$ cat src/design/ppbc_pkg.sv
// Shared constants for the ping-pong buffer controller: field widths,
// command and status codes, and the default buffer size.
// No dependencies.
`default_nettype none

package ppbc_pkg;

   // Default size of each transmit buffer in bytes.
   localparam int BUFFER_BYTES_DEFAULT = 16384;

   // Field widths of the request and response items.
   localparam int WRITE_COUNT_W = 16;
   localparam int STATUS_W      = 2;
   localparam int BYTES_W       = 15;
   localparam int LEVEL_W       = 14;
   localparam int REQ_DATA_W    = 24;
   localparam int RSP_DATA_W    = 56;

   // Request kinds carried in tuser.
   localparam logic CMD_WRITE    = 1'b0;
   localparam logic CMD_COMPLETE = 1'b1;

   // Response status codes.
   localparam logic [STATUS_W-1:0] ST_OK      = 2'd0;
   localparam logic [STATUS_W-1:0] ST_BUSY    = 2'd1;
   localparam logic [STATUS_W-1:0] ST_NOSPACE = 2'd2;
   localparam logic [STATUS_W-1:0] ST_ERROR   = 2'd3;

endpackage

`default_nettype wire

$ cat src/design/ping_pong_buffer_controller_unit.sv
// Ping-pong transmit buffer controller: fill tracking, pending flags and
// transfer launch for two buffers. Depends on ppbc_pkg.
`default_nettype none

// How to use this block:
// The request channel (req_*) carries one item per host write or transfer
// completion. req_tuser selects the kind: 0 is a host write whose byte count
// sits in req_tdata[15:0], 1 is a completion whose status bit sits in
// req_tdata[16]. Every request item produces exactly one response item on
// the rsp_* channel with the status, the bytes taken, a transfer launch
// indication (buffer index and length) and the fill state after the item.
// On acceptance the item is captured in an input register, evaluated
// against the buffer state by a single level of logic, and written to
// the response register while the state updates. Throughput is one item
// per cycle while rsp_tready stays high, since the fill position and
// pending flags that the next item reads update in the same cycle.
// When the receiver holds rsp_tready low, the response register holds its
// item and the input register keeps one more; beyond that req_tready drops.
// Reset (synchronous, active high) empties both registers, selects buffer 0
// for filling and sending, clears both pending flags and marks the transfer
// engine idle.
module ping_pong_buffer_controller_unit #(
   parameter int BUFFER_BYTES = ppbc_pkg::BUFFER_BYTES_DEFAULT
) (
   input  wire                               clock,
   input  wire                               reset,
   // Request channel.
   input  wire                               req_tvalid,
   output logic                              req_tready,
   // [15:0] write_count, [16] transfer_ok, [23:17] zero
   input  wire  [ppbc_pkg::REQ_DATA_W-1:0]   req_tdata,
   // [0] command
   input  wire                               req_tuser,
   // Response channel.
   output logic                              rsp_tvalid,
   input  wire                               rsp_tready,
   // [1:0] status, [16:2] accepted_bytes, [17] start_transfer,
   // [18] transfer_buffer, [33:19] transfer_length, [34] fill_open,
   // [48:35] fill_level, [55:49] zero
   output logic [ppbc_pkg::RSP_DATA_W-1:0]   rsp_tdata
);

   localparam int POS_W = $clog2(BUFFER_BYTES);
   localparam int CNT_W = $clog2(BUFFER_BYTES + 1);
   localparam int SUM_W = (CNT_W > ppbc_pkg::WRITE_COUNT_W) ? CNT_W
                                                            : ppbc_pkg::WRITE_COUNT_W;
   localparam int PAD_W = ppbc_pkg::RSP_DATA_W - (ppbc_pkg::STATUS_W
                          + 3 * 1 + 2 * ppbc_pkg::BYTES_W + ppbc_pkg::LEVEL_W);

   // Input register.
   logic                                in_valid_ff, in_valid_in;
   logic                                in_cmd_ff;
   logic [ppbc_pkg::WRITE_COUNT_W-1:0]  in_count_ff;
   logic                                in_ok_ff;

   // Buffer state.
   logic             fill_index_ff, fill_index_in;
   logic [POS_W-1:0] fill_pos_ff, fill_pos_in;
   logic [1:0]       pending_ff, pending_in;
   logic             send_index_ff, send_index_in;
   logic             running_ff, running_in;

   // Response register.
   logic                               out_valid_ff, out_valid_in;
   logic [ppbc_pkg::RSP_DATA_W-1:0]    out_data_ff, out_data_in;

   logic             advance;
   logic [SUM_W-1:0] room;
   logic [SUM_W-1:0] count_clip;
   logic [SUM_W-1:0] pos_sum;
   logic [ppbc_pkg::STATUS_W-1:0] status;
   logic [ppbc_pkg::BYTES_W-1:0]  accepted;
   logic             started;
   logic             tbuf;
   logic [ppbc_pkg::BYTES_W-1:0]  tlen;

   // The held item moves on when the response register is free or drains.
   assign advance    = in_valid_ff && (!out_valid_ff || rsp_tready);
   assign req_tready = !in_valid_ff || advance;
   assign rsp_tvalid = out_valid_ff;
   assign rsp_tdata  = out_data_ff;

   // Room left in the fill buffer and the clipped write count.
   always_comb begin
      room       = SUM_W'(BUFFER_BYTES) - SUM_W'(fill_pos_ff);
      count_clip = (SUM_W'(in_count_ff) > room) ? room : SUM_W'(in_count_ff);
      pos_sum    = SUM_W'(fill_pos_ff) + count_clip;
   end

   // Evaluate the held item against the state.
   always_comb begin
      fill_index_in = fill_index_ff;
      fill_pos_in   = fill_pos_ff;
      pending_in    = pending_ff;
      send_index_in = send_index_ff;
      running_in    = running_ff;
      status        = ppbc_pkg::ST_OK;
      accepted      = '0;
      started       = 1'b0;
      tbuf          = 1'b0;
      tlen          = '0;

      if (in_cmd_ff == ppbc_pkg::CMD_WRITE) begin
         if (pending_ff[fill_index_ff]) begin
            status = ppbc_pkg::ST_BUSY;
         end else if (count_clip == '0) begin
            status = ppbc_pkg::ST_NOSPACE;
         end else begin
            accepted = ppbc_pkg::BYTES_W'(count_clip);
            if (pos_sum >= SUM_W'(BUFFER_BYTES)) begin
               // Buffer full: hand it to the sender and switch buffers.
               pending_in[fill_index_ff] = 1'b1;
               fill_index_in             = !fill_index_ff;
               fill_pos_in               = '0;
            end else begin
               fill_pos_in = POS_W'(pos_sum);
            end
         end
      end else begin
         if (in_ok_ff) begin
            running_in                = 1'b0;
            pending_in[send_index_ff] = 1'b0;
            send_index_in             = !send_index_ff;
         end else begin
            status = ppbc_pkg::ST_ERROR;
         end
      end

      // Launch the next pending buffer when the engine is idle.
      if (!running_in && pending_in[send_index_in]) begin
         running_in = 1'b1;
         started    = 1'b1;
         tbuf       = send_index_in;
         tlen       = ppbc_pkg::BYTES_W'(BUFFER_BYTES);
      end

      out_data_in = {PAD_W'(0),
                     ppbc_pkg::LEVEL_W'(fill_pos_in),
                     !pending_in[fill_index_in],
                     tlen, tbuf, started, accepted, status};
      out_valid_in = advance || (out_valid_ff && !rsp_tready);
      in_valid_in  = (req_tvalid && req_tready) || (in_valid_ff && !advance);
   end

   // Control registers.
   always_ff @(posedge clock) begin
      if (reset) begin
         in_valid_ff   <= 1'b0;
         out_valid_ff  <= 1'b0;
         fill_index_ff <= 1'b0;
         fill_pos_ff   <= '0;
         pending_ff    <= '0;
         send_index_ff <= 1'b0;
         running_ff    <= 1'b0;
      end else begin
         in_valid_ff  <= in_valid_in;
         out_valid_ff <= out_valid_in;
         if (advance) begin
            fill_index_ff <= fill_index_in;
            fill_pos_ff   <= fill_pos_in;
            pending_ff    <= pending_in;
            send_index_ff <= send_index_in;
            running_ff    <= running_in;
         end
      end
   end

   // Payload registers.
   always_ff @(posedge clock) begin
      if (req_tvalid && req_tready) begin
         in_cmd_ff   <= req_tuser;
         in_count_ff <= req_tdata[ppbc_pkg::WRITE_COUNT_W-1:0];
         in_ok_ff    <= req_tdata[ppbc_pkg::WRITE_COUNT_W];
      end
      if (advance) begin
         out_data_ff <= out_data_in;
      end
   end

   // A running transfer always belongs to a pending buffer at the send pointer.
   assert property (@(posedge clock) disable iff (reset)
      running_ff |-> pending_ff[send_index_ff])
      else $error("transfer running without a pending buffer");

   // The fill position never reaches the buffer size.
   assert property (@(posedge clock) disable iff (reset)
      32'(fill_pos_ff) < BUFFER_BYTES)
      else $error("fill position out of range");

   // Bytes are only reported as taken on an ok status.
   assert property (@(posedge clock) disable iff (reset)
      (rsp_tvalid && rsp_tdata[16:2] != '0) |-> (rsp_tdata[1:0] == ppbc_pkg::ST_OK))
      else $error("bytes accepted with a failing status");

   // A launch marks the engine running.
   assert property (@(posedge clock) disable iff (reset)
      (advance && started) |=> running_ff)
      else $error("launch did not mark the engine running");

endmodule

`default_nettype wire

$ cat config.mk
export PLATFORM = sky130hd
export DESIGN_NAME = ping_pong_buffer_controller_unit
export DESIGN_NICKNAME = d
export VERILOG_FILES = /design/src/design/ppbc_pkg.sv /design/src/design/ping_pong_buffer_controller_unit.sv
export SDC_FILE = /design/constraint.sdc
export NUM_CORES = 1
export LEC_CHECK = 0
export ABC_AREA = 1
export BUFFER_PORTS_ARGS = -buffer_cell sky130_fd_sc_hd__buf_2
export CORE_MARGIN = 5
export CORE_UTILIZATION = 30
export CTS_CLUSTER_SIZE = 25
export DETAILED_ROUTE_END_ITERATION = 16
export PLACE_DENSITY_LB_ADDON = 0.2
export SYNTH_ARGS = -nofsm -noshare
export SYNTH_HDL_FRONTEND = slang
export SYNTH_SLANG_ARGS = --single-unit
$ cat constraint.sdc
create_clock -name clock -period 5.9 [get_ports clock]
set_input_delay 0.295 -clock clock [delete_from_list [all_inputs] [get_ports clock]]
set_output_delay 0.295 -clock clock [all_outputs]
set_load 0.02 [all_outputs]
; ---- Word level (Yosys, flattened, before mapping)
; Cells that the tools add are included.
[classes]
addsub = 2
n_lt_le_gt_ge = 8
muxes = 35
n_bitwise = 3
reduce_logical = 21
[op_table]
columns = op, n
row1 = 2-to-1 mux 14 bit, 4
row2 = 2-to-1 mux 1 bit, 18
row3 = 2-to-1 mux 2 bit, 9
row4 = adder 14 x 16 -> 16 bit, 1
row5 = >= comparator 16 x 15 -> 1 bit (second input constant), 1
row6 = > comparator 16 bit, 1
row7 = logical NOT 16 bit, 1
row8 = 2-to-1 mux 16 bit, 1
row9 = subtractor 15 x 14 -> 16 bit (first input constant), 1
row10 = 2-to-1 mux 15 bit, 1
row11 = logical NOT 1 bit, 8
row12 = less-than comparator 1 x 2 -> 1 bit (second input constant), 4
row13 = logical AND 1 bit, 7
row14 = logical OR 1 bit, 4
row15 = OR reduction 3 bit, 1
row16 = bitwise AND 2 bit, 1
row17 = demux 1 bit (select 1 bit), 2
row18 = >= comparator 1 bit (second input constant), 2
row19 = NOT 2 bit, 1
row20 = bitwise OR 2 bit, 1
[totals]
register_bits = 88
out_inout_bits = 58
wordCells = 82

; ---- Longest topological paths before layout
[depth]
depth_word = 13
ltp_mapped = 37

; ---- Least setup slack after synthesis
; OpenSTA, ideal clock, no wires.
[synth_path]
path_kind = flip-flop to flip-flop
from = register fill_pos_ff[1]
to = register out_data_ff (netlist bit rsp_tdata[34]), data pin
t_arrival_ps = 4221
t_required_ps = 5640
path_slack_ps = 1419
stages_incl_launch_ff = 34
n_path_buf = 0
period_less_slack_ps = 4481
cell_sequence = dfxtp_1 -> inv_1 -> ha_1 -> nand2_1 -> nor2_2 -> inv_1 -> nor2_1 -> nand3_1 -> nor3_1 -> nand3_1 -> ha_1 -> nand2_2 -> nor3_4 -> nand3_4 -> nand2_4 -> nand2_1 -> nand2_1 -> ha_1 -> inv_1 -> fa_1 -> o21ai_1 -> nand4_1 -> nand3_1 -> nand2_1 -> nand2_1 -> nand2_1 -> inv_1 -> nand2_1 -> nand3_2 -> clkinv_1 -> o21ai_1 -> nand2_1 -> nand3_1 -> o21ai_0
[synth_between]
elab_chain_cells = 12
[synth_rtl]
columns = item, line
row1 = "start, declared", ping_pong_buffer_controller_unit.sv:58  ; logic [POS_W-1:0] fill_pos_ff, fill_pos_in;
row2 = "start signal, assigned", ping_pong_buffer_controller_unit.sv:160  ; fill_pos_ff <= fill_pos_in;
row3 = subtractor 15 x 14 -> 16 bit *, ping_pong_buffer_controller_unit.sv:85  ; room = SUM_W'(BUFFER_BYTES) - SUM_W'(fill_pos_ff);
row4 = > comparator 16 bit *, ping_pong_buffer_controller_unit.sv:86  ; count_clip = (SUM_W'(in_count_ff) > room) ? room : SUM_W'(in_count_ff);
row5 = 2-to-1 mux 16 bit *, ping_pong_buffer_controller_unit.sv:86
row6 = via count_clip[0], ping_pong_buffer_controller_unit.sv:69  ; logic [SUM_W-1:0] count_clip;
row7 = adder 14 x 16 -> 16 bit, ping_pong_buffer_controller_unit.sv:87  ; pos_sum = SUM_W'(fill_pos_ff) + count_clip;
row8 = >= comparator 16 x 15 -> 1 bit, ping_pong_buffer_controller_unit.sv:110  ; if (pos_sum >= SUM_W'(BUFFER_BYTES)) begin
row9 = 2-to-1 mux 2 bit or 2-to-1 mux 1 bit (tied branches), ping_pong_buffer_controller_unit.sv:110
row10 = 2-to-1 mux 2 bit or 2-to-1 mux 1 bit (tied branches), ping_pong_buffer_controller_unit.sv:106  ; end else if (count_clip == '0) begin
row11 = 2-to-1 mux 2 bit or 2-to-1 mux 1 bit (tied branches), ping_pong_buffer_controller_unit.sv:104  ; if (pending_ff[fill_index_ff]) begin
row12 = 2-to-1 mux 2 bit or 2-to-1 mux 1 bit (tied branches), ping_pong_buffer_controller_unit.sv:103  ; if (in_cmd_ff == ppbc_pkg::CMD_WRITE) begin
row13 = 2-to-1 mux 1 bit (not written as such) * (2 in series), ping_pong_buffer_controller_unit.sv:139  ; !pending_in[fill_index_in],
row14 = logical NOT 1 bit *, ping_pong_buffer_controller_unit.sv:139
row15 = via out_data_in (one bit), ping_pong_buffer_controller_unit.sv:65  ; logic [ppbc_pkg::RSP_DATA_W-1:0] out_data_ff, out_data_in;
row16 = "end signal, assigned", ping_pong_buffer_controller_unit.sv:176  ; out_data_ff <= out_data_in;
row17 = "end, declared", ping_pong_buffer_controller_unit.sv:65
; Mark *: on every way through the listed nets, which the timed path passes. The rest lies on a longest branch. The select of a mux whose other input is x is not followed.
; A chain may end at the register's enable or synchronous reset.

; ---- Final worst setup path
[layout_path]
from = register fill_pos_ff[1]
to = register fill_pos_ff[11]
[layout_between]
elab_chain_cells = 9
[layout_rtl]
columns = item, line
row1 = subtractor 15 x 14 -> 16 bit *, ping_pong_buffer_controller_unit.sv:85
row2 = > comparator 16 bit, ping_pong_buffer_controller_unit.sv:86
row3 = 2-to-1 mux 16 bit *, ping_pong_buffer_controller_unit.sv:86
row4 = via count_clip[2], ping_pong_buffer_controller_unit.sv:69
row5 = adder 14 x 16 -> 16 bit, ping_pong_buffer_controller_unit.sv:87
row6 = >= comparator 16 x 15 -> 1 bit, ping_pong_buffer_controller_unit.sv:110
row7 = 2-to-1 mux 14 bit, ping_pong_buffer_controller_unit.sv:110
row8 = 2-to-1 mux 14 bit *, ping_pong_buffer_controller_unit.sv:106
row9 = 2-to-1 mux 14 bit *, ping_pong_buffer_controller_unit.sv:104
row10 = 2-to-1 mux 14 bit *, ping_pong_buffer_controller_unit.sv:103
row11 = via fill_pos_in[11], ping_pong_buffer_controller_unit.sv:58
; Mark *: on every way through the listed nets, which the timed path passes. The rest lies on a longest branch.

==> out/qor.csv <==
metric;value;unit
Pwr Total;1.761;mW
worst hold endpoint;in_count_ff[12];
num rows;46;
Top Ports;87;
CTS tree;built;
Hold Buf Count CTS;0;
max-cap violation count;0;
Final TNS setup;0;ns
setup ws final;0.5124;ns
Post-Route WL;11150;um
Vias;3729;
hold path start;req_tdata[12];
die height;136.3;um
HPWL after DPL;8741;um
Setup Viol. Count Final;0;
most frequent CP cell;nand2_1;
RSZ-0062 raised after global routing;false;
pre-CTS setup slack;0.3291;ns
post-route ant nets;0;
R2R Setup Slk;0.51;ns
post-layout util;34.86;%
most numerous cell in the Yosys netlist;nand2_1;
Worst Path Arrival;5.68;ns
Tot GR Track Use;12.45;%
DR WL/cell;13.20;um
largest net degree at the start of global routing;36;
asr flop ratio synth;0;%
Starting Density;30.33;%
Remaining DRCs;0;
Achievable Freq;185.6;MHz
TritonCTS Sinks;73;
cells after synthesis;562;
Synth top area share;32.64;%
gpl congestion;0.8551;
Critical Path Fanout Max;16;
WHS;0.1219;ns
Final nets;683;
Max stage delay on crit path;0.34;ns
vias in the first global route;3650;
worst hold path type;in2reg;
Peak supply drop;0.1234;mV
Reg-to-Reg End;fill_pos_ff[11];
number of diodes;0;
Avg Cell Area, Syn;8.511;um^2
area of the core;15770;um^2
die area;18570;um^2
actual slew at the worst max-slew pin;0.7230;ns
crit path kind;reg2reg;
Initial DRC Count;197;
clock buffer depth;2;
Static Leakage;2.636;nW
area leader, netlist;edfxtp_1;
Yosys reg bits;73;
first-pass detailed-route iteration total;4;
share of layout cells above drive strength 1;22.61;%
H-tree depth;3;
Root Buffer;clkbuf_16;
worst r2r path cells;31;
Slew Limit Fails;0;
mapped cell area;4783;um^2
most used flip-flop cell after synthesis;edfxtp_1;
Max Used Layer;met4;
worst r2r src;fill_pos_ff[1];
Vias/cell;4.418;
CTS buffer count;9;
clock latency at the later pin of the worst-skew pair;0.34;ns
Worst-path clk slew;0.06;ns
met3 WL post-DR;580;um
CP max-delay cell;ha_1;
Worst Setup End Kind;flip-flop;
metal2 WL;4930;um
number of flops mapped to enable cells by yosys;52;
Port Buffers;58;
Yosys warning total;0;
Area Growth Syn to Fin;14.94;%
fin crit period;5.388;ns
Clock Skew;0.008167;ns
status;finished clean;
CP required;6.19;ns
initial antenna violation count;0;
first-pass GRT wire length;17900;um
die width;136.3;um
Cell Pwr Density;320.3;nW/um^2
DRT met1 WL;5355;um
fin crit share;91.32;%
top cells by area, synth;edfxtp_1, dfxtp_1, nand2_1;
Max-slew headroom;51.75;%
Fin. Hold Viols;0;
Critical Path Start Type;flip-flop;
global route overflow;0;
WHS Path Cells;1;
Commonest cells post-synth;nand2_1, inv_1, edfxtp_1;
Seq/Total Area, Yosys;41.43;%
Distinct cells, synth;43;
## final cells by class
class                   count  area, um^2
multi-input cells         393        2305
clock buffers              11       242.7
flip-flops and latches     73        1982
inverters                  82       307.8
clock inverters             5       55.05
repair buffers             64       335.3
fillers                  1691       10270
well taps                 216       270.3
## registers in the layout, indices dropped and copies added (netlist names)
name	count
running_ff	1
fill_index_ff	1
rsp_tvalid	1
in_valid_ff	1
in_count_ff	16
fill_pos_ff	14
rsp_tdata	34
in_ok_ff	1
send_index_ff	1
in_cmd_ff	1
pending_ff	2
## repair_timing
item / 4_1_cts / 5_1_grt
setup buffers: 0 / 3
hold endpoints to repair: 0 / 0
gates resized for setup: 0 / 2
setup endpoints to repair: 0 / 32
## cells in the final DEF, fill, tap and decap left out, types with 7 or more instances in the layout
| master | Yosys | routed |
|---|---|---|
| nand3_1 | 35 | 35 |
| ha_1 | 30 | 29 |
| o21ai_2 | 12 | 12 |
| o21ai_0 | 7 | 7 |
| dfxtp_1 | 21 | 21 |
| inv_1 | 76 | 76 |
| xnor2_1 | 7 | 7 |
| edfxtp_1 | 52 | 52 |
| nor2_1 | 33 | 33 |
| clkbuf_16 | 0 | 9 |
| o21ai_1 | 19 | 19 |
| a21oi_1 | 43 | 43 |
| nand2_1 | 106 | 106 |
| xor2_1 | 8 | 8 |
| nand2_2 | 25 | 25 |
| conb_1 | 1 | 21 |
| nand4_1 | 9 | 9 |
| buf_2 | 2 | 58 |
## cells by family (layout without fill, tap and decap cells)
kind of cell,Yosys count,after routing,share of synthesized area (%)
AOI/OAI and AO/OA,93,93,11.35
buffers and inverters,116,162,12.19
DFF,73,73,41.43
other,1,21,0.07840
and+or+nand+nor,233,233,23.93
xor gates and xnor gates,15,15,2.747
adders and majority gates,31,31,8.266
## how the worst max path moves through the flow
stage	endpoint	depth (start not counted)	startpoint
2_1_floorplan	rsp_tdata[34]	33	fill_pos_ff[1]
3_3_place_gp	rsp_tdata[34]	33	fill_pos_ff[1]
3_5_place_dp	rsp_tdata[34]	33	fill_pos_ff[1]
4_1_cts	rsp_tdata[34]	33	fill_pos_ff[1]
5_1_grt	fill_pos_ff[11]	31	fill_pos_ff[1]
6_report	fill_pos_ff[11]	31	fill_pos_ff[1]
## critical path, delay by kind of cell (launching register included)
kind | cells | cell delay [ns]
compound gates | 4 | 0.79
fa+ha+maj | 3 | 0.91
buf+inv | 4 | 0.46
flops | 1 | 0.33
simple gates | 20 | 2.85
## metrics by stage
step	cells	area, um^2
final	844	5498
after global routing	844	5498
after CTS	841	5464
after detailed placement	825	5166
after global placement	825	5166
after floorplan	582	4858
## where the power goes
group,switching (mW),total (mW),leakage [nW],internal [mW]
logic,0.387,0.586,1.82,0.198
registers,0.0245,0.627,0.676,0.602
clock network,0.211,0.549,0.142,0.337
total,0.623,1.76,2.64,1.14
## per-layer routing
layer  up-vias  GRT usage [%]
li1       1948              -
met1      1681          16.27
met2        86          19.26
met3        14          2.998
met4         0          6.103
met5         -              0
Power figures use the tool's default switching activity.
